File: config.mk
export PLATFORM = sky130hd
export DESIGN_NAME = afef_ctrl
export DESIGN_NICKNAME = d
export VERILOG_FILES = /design/src/sv/afef_pkg.sv /design/src/sv/afef_ctrl.sv
export SDC_FILE = /design/constraint.sdc
export NUM_CORES = 1
export LEC_CHECK = 0
export BUFFER_PORTS_ARGS = -buffer_cell sky130_fd_sc_hd__buf_2
export CORE_AREA = 2 2 39 41
export DETAILED_ROUTE_END_ITERATION = 12
export DIE_AREA = 0 0 41 43
export MAX_ROUTING_LAYER = met4
export SKIP_CTS_REPAIR_TIMING = 1
export SLEW_MARGIN = 40
export SYNTH_ARGS = -nofsm -noshare
export SYNTH_HDL_FRONTEND = slang
export SYNTH_SLANG_ARGS = --single-unit
File: constraint.sdc
create_clock -name clk_i -period 1 [get_ports clk_i]
set_input_delay 0.05 -clock clk_i [delete_from_list [all_inputs] [get_ports clk_i]]
set_output_delay 0.05 -clock clk_i [all_outputs]
set_load 0.005 [all_outputs]
File: src/sv/afef_pkg.sv
// ----------------------------------------------------------------------------
// afef_pkg
// Shared types and constants for the audio frame elastic FIFO.
// ----------------------------------------------------------------------------
`default_nettype none

package afef_pkg;

  localparam int DEPTH_DEF      = 1024;
  localparam int FRAME_BITS_DEF = 64;

  localparam int FRAME_W = 64;
  localparam int FILL_W  = 11;
  localparam int SHORT_W = 16;

  localparam logic [SHORT_W-1:0] SHORT_MAX = '1;

  typedef enum logic [1:0] {
    OP_PUSH  = 2'd0,
    OP_POP   = 2'd1,
    OP_CLEAR = 2'd2
  } op_e;

  typedef struct packed {
    logic [1:0]         opcode;
    logic [FRAME_W-1:0] frame_in;
    logic               block_last;
  } in_item_t;

  typedef struct packed {
    logic [FRAME_W-1:0] frame_out;
    logic               overrun;
    logic               underrun;
    logic [FILL_W-1:0]  fill_level;
    logic [SHORT_W-1:0] block_shortfall;
    logic               block_done;
  } out_item_t;

  // controller -> datapath
  typedef struct packed {
    logic load;     // item accepted, latch result fields
    logic push;     // write frame, advance write pointer
    logic pop;      // read frame, advance read pointer
    logic clear;
    logic overrun;
    logic underrun;
    logic rd_done;  // store read data is valid this cycle
  } ctrl_cmd_t;

  // datapath -> controller
  typedef struct packed {
    logic enable;
    logic empty;
    logic full;
  } dp_status_t;

endpackage

`default_nettype wire

File: src/sv/afef_ctrl.sv
// ----------------------------------------------------------------------------
// afef_ctrl
// Handshake control and opcode decode for the audio frame FIFO.
// ----------------------------------------------------------------------------
`default_nettype none

module afef_ctrl (
  input  wire logic                 clk_i,
  input  wire logic                 rst_ni,
  input  wire logic                 in_valid_i,
  output logic                      in_ready_o,
  input  wire logic [1:0]           opcode_i,
  output logic                      out_valid_o,
  input  wire logic                 out_ready_i,
  input  wire afef_pkg::dp_status_t status_i,
  output afef_pkg::ctrl_cmd_t       cmd_o
);

  import afef_pkg::*;

  typedef enum logic {
    S_IDLE,
    S_READ
  } state_e;

  state_e state_q, state_d;
  logic   out_valid_q, out_valid_d;
  logic   accept;
  logic   push_req;
  logic   pop_req;

  assign in_ready_o  = (state_q == S_IDLE) && (!out_valid_q || out_ready_i);
  assign accept      = in_valid_i && in_ready_o;
  assign out_valid_o = out_valid_q;

  always_comb begin
    push_req = 1'b0;
    pop_req  = 1'b0;
    cmd_o    = '0;
    unique case (opcode_i)
      OP_PUSH:  push_req  = accept && status_i.enable;
      OP_POP:   pop_req   = accept && status_i.enable;
      OP_CLEAR: cmd_o.clear = accept;
      default:  ;
    endcase
    cmd_o.load     = accept;
    cmd_o.push     = push_req && !status_i.full;
    cmd_o.overrun  = push_req && status_i.full;
    cmd_o.pop      = pop_req && !status_i.empty;
    cmd_o.underrun = pop_req && status_i.empty;
    cmd_o.rd_done  = (state_q == S_READ);
  end

  always_comb begin
    state_d     = state_q;
    out_valid_d = out_valid_q;
    unique case (state_q)
      S_IDLE: begin
        if (accept) begin
          // a pop that reads the store waits in S_READ for the registered RAM read
          state_d     = cmd_o.pop ? S_READ : S_IDLE;
          out_valid_d = !cmd_o.pop;
        end else if (out_ready_i) begin
          out_valid_d = 1'b0;
        end
      end
      S_READ: begin
        state_d     = S_IDLE;
        out_valid_d = 1'b1;
      end
      default: begin
        state_d     = S_IDLE;
        out_valid_d = 1'b0;
      end
    endcase
  end

  always_ff @(posedge clk_i or negedge rst_ni) begin
    if (!rst_ni) begin
      state_q     <= S_IDLE;
      out_valid_q <= 1'b0;
    end else begin
      state_q     <= state_d;
      out_valid_q <= out_valid_d;
    end
  end

endmodule

`default_nettype wire

==> impl_metrics.csv <==
group,metric,value,unit
clocking,clkTransAtPathRegs,0.03,ns
synth,yosysSeqAreaShare,24.2,%
timing,min_period,1.19,ns
synth,syn_area_per_cell,9.83,um^2
pwr,peakVddDrop,446,uV
clocking,cts.sinks,2,
cells_and_area,final_cells,59,
floorplan,die_w,41,um
routing,vias,259,
timing,max_freq,839,MHz
floorplan,num_io_pins,18,
cells_and_area,multi_input_area,189,um^2
worst_setup_path,path_max_fanout,5,
cells_and_area,diodes,0,
synth,synth_top_area_share,24.2,%
routing,routed_wl,678,um
timing,post-route-period-util,119,%
timing,setup_ws,-0.192,ns
floorplan,initial_utilization,14.9,%
placed_design,dp.cells,52,
placed_design,place_ws,-0.235,ns
global_routing,grt_pass1_wl,793,um
worst_setup_path,crit_type,"reg2out",
clocking,clock_tree.root_cell,"clkbuf_4",
synth,ys_warn_count,0,
global_routing,grt_usage,7.71,%
synth,synthTopCellsByArea,"dfrtp_1, nor4b_1, nand4bb_1",
clocking,ctsHtreeMaxLevel,1,
global_routing,gr-total-overflow,0,
routing,post_drt_wl_per_cell,11.5,um
timing,setup_viol,9,
clocking,clockBufferDepth,2,
global_routing,grt_max_degree,11,
cells_and_area,drive_above_1_share,81.4,%
routing,firstDrtPassIters,2,
pwr,powerDensity,897,mW/mm^2
routing,ant_nets,0,
run_status,outcome,"complete, but fails checks",
worst_setup_path,start_kind,"flip-flop",
synth,synth_top_area_cell,"dfrtp_1",
cells_and_area,ff_latch_area,51.3,um^2
synth,synth_xor_area_share,0,%
cells_and_area,fillers,152,
cells_and_area,finalNetCount,54,
synth,yosysUniqueCellTypes,13,
synth,synth_simple_gate_area_share,60.6,%
floorplan,dieArea,0.00176,mm^2
timing,rsz0062_at_grt,"yes",
global_routing,antenna_found_initial,0,
global_routing,use_met1,6.41,%
cells_and_area,area_growth,104,%
synth,ys_ff_latch,2,
hold_path,hold_class,"in2reg",
synth,synthesis.area,206,um^2
global_routing,busiest_layer,"met2",
synth,syn-num-nets,30,
timing,max_slew_margin,85.2,%
pwr,power.leakage,0.188,nW
global_routing,grtUsageMet3,4.71,%
placed_design,place_congestion,0.636,
synth,synth_mux_area_share,0,%
clocking,clkLatencyLatePin,0.23,ns
floorplan,die_y,43,um
flow_run,maxCapViolCount,0,
routing,first_iter_violations,3,
routing,post-route-drc-count,0,
run_status,failed_checks,"negative setup slack",
synth,synth_compound_area_share,4.24,%
timing,finalClockSkew,0.00110,ns
routing,viasPerCell,4.39,
timing,worstMarginPinSlew,0.222,ns
timing,hold_viol,0,
clocking,cts-buffers-inserted,3,
worst_setup_path,required,0.95,ns
placed_design,io_buffer_count,17,
clocking,cts_tree,"done",
worst_setup_path,worstPathArrival,1.14,ns
worst_setup_path,endpoint_kind,"primary output",
synth,postSynthCellCount,21,
floorplan,core_area,0.00138,mm^2
timing,report.final.slew_viol_count,0,
floorplan,rows,14,
global_routing,use_met2,10.6,%
synth,synth_top_family_by_area,"simple AND/OR/NAND/NOR gates",
synth,synthAdderAreaFrac,0,%
global_routing,first_global_vias,223,
-- where the power goes --
group / switching, W / internal (W) / leakage, nW
sequential: 0.00000368 / 0.0000856 / 0.0231
combinational: 0.0000436 / 0.0000587 / 0.151
clock: 0.0000538 / 0.000133 / 0.0138
-- worst paths after layout --
| check | startpoint | end | slack, ns | cells after the start |
|---|---|---|---|---|
| min in group asynchronous | rst_ni | out_valid_o | 0.14 | 2 |
| max reg2reg | state_q | state_q | -0.01 | 3 |
| max | out_valid_o | cmd_o[1] | -0.19 | 3 |
| min | in_valid_i | out_valid_o | 0.12 | 2 |
| max in group asynchronous | rst_ni | state_q | 0.76 | 2 |
| min reg2reg | state_q | out_valid_o | 0.70 | 2 |
-- worst max-delay path, cell delays in order (launching register included) --
cell     delay [ns]
dfrtp_1        0.38
nor2b_4        0.16
nor4b_2        0.23
buf_2          0.14
-- flip-flops by register name (all words and copies together) (netlist names) --
name         cells
state_q          1
out_valid_o      1
-- layout make-up --
class                   count  share of cell area [%]
repair buffers             22                    32.9
well taps                  16                    4.75
multi-input cells          16                    44.8
flip-flops and latches      2                    12.2
clock buffers               3                    5.34
-- metrics by stage --
stage	total power (W)	setup TNS, ns	hold slack [ns]	utilization (%)	area (um^2)
after floorplan	0.000138	0	-0.246	-	241
after global placement	0.000170	-1.63	-0.163	23.8	329
after detailed placement	0.000172	-1.85	-0.162	23.8	329
after CTS	0.000370	-3.66	-0.411	25.4	352
after global routing	0.000403	-1.78	0.136	30.5	422
final	0.000378	-1.22	0.115	30.5	422
-- kinds of logic after synthesis --
| logic type | after synthesis |
|---|---|
| compound gates | 1 |
| buf+inv | 4 |
| flops | 2 |
| simple gates | 14 |
-- placed cells by master (no fill, tap or decap) --
master          n
nor2b_4         1
buf_6           3
clkbuf_4        3
nor2b_2         1
nor4b_2         6
a211o_1         1
nor3b_2         1
nand4bb_1       2
or2b_1          1
dfrtp_1         1
nor2_2          1
dfrtp_2         1
buf_2          16
or4b_1          1
buf_4           2
nand4b_1        1
dlygate4sd3_1   1
-- Yosys cell counts --
| cell | instances |
|---|---|
| dfrtp_1 | 2 |
| nor4b_2 | 1 |
| nand4bb_1 | 2 |
| clkbuf_1 | 2 |
| a211o_1 | 1 |
| nand4b_1 | 1 |
| nor4b_1 | 5 |
| buf_4 | 2 |
| or4b_1 | 1 |
| nor3b_1 | 1 |
| nor2b_1 | 1 |
| nor2_1 | 1 |
| or2b_1 | 1 |
-- routing by layer --
layer / part of all wire, % / vias to the layer above
li1: - / 127
met1: 38 / 119
met2: 52 / 11
met3: 7.5 / 2
met4: 2.1 / 0
met5: 0 / -
No activity file was read; power rests on OpenSTA's default activity.
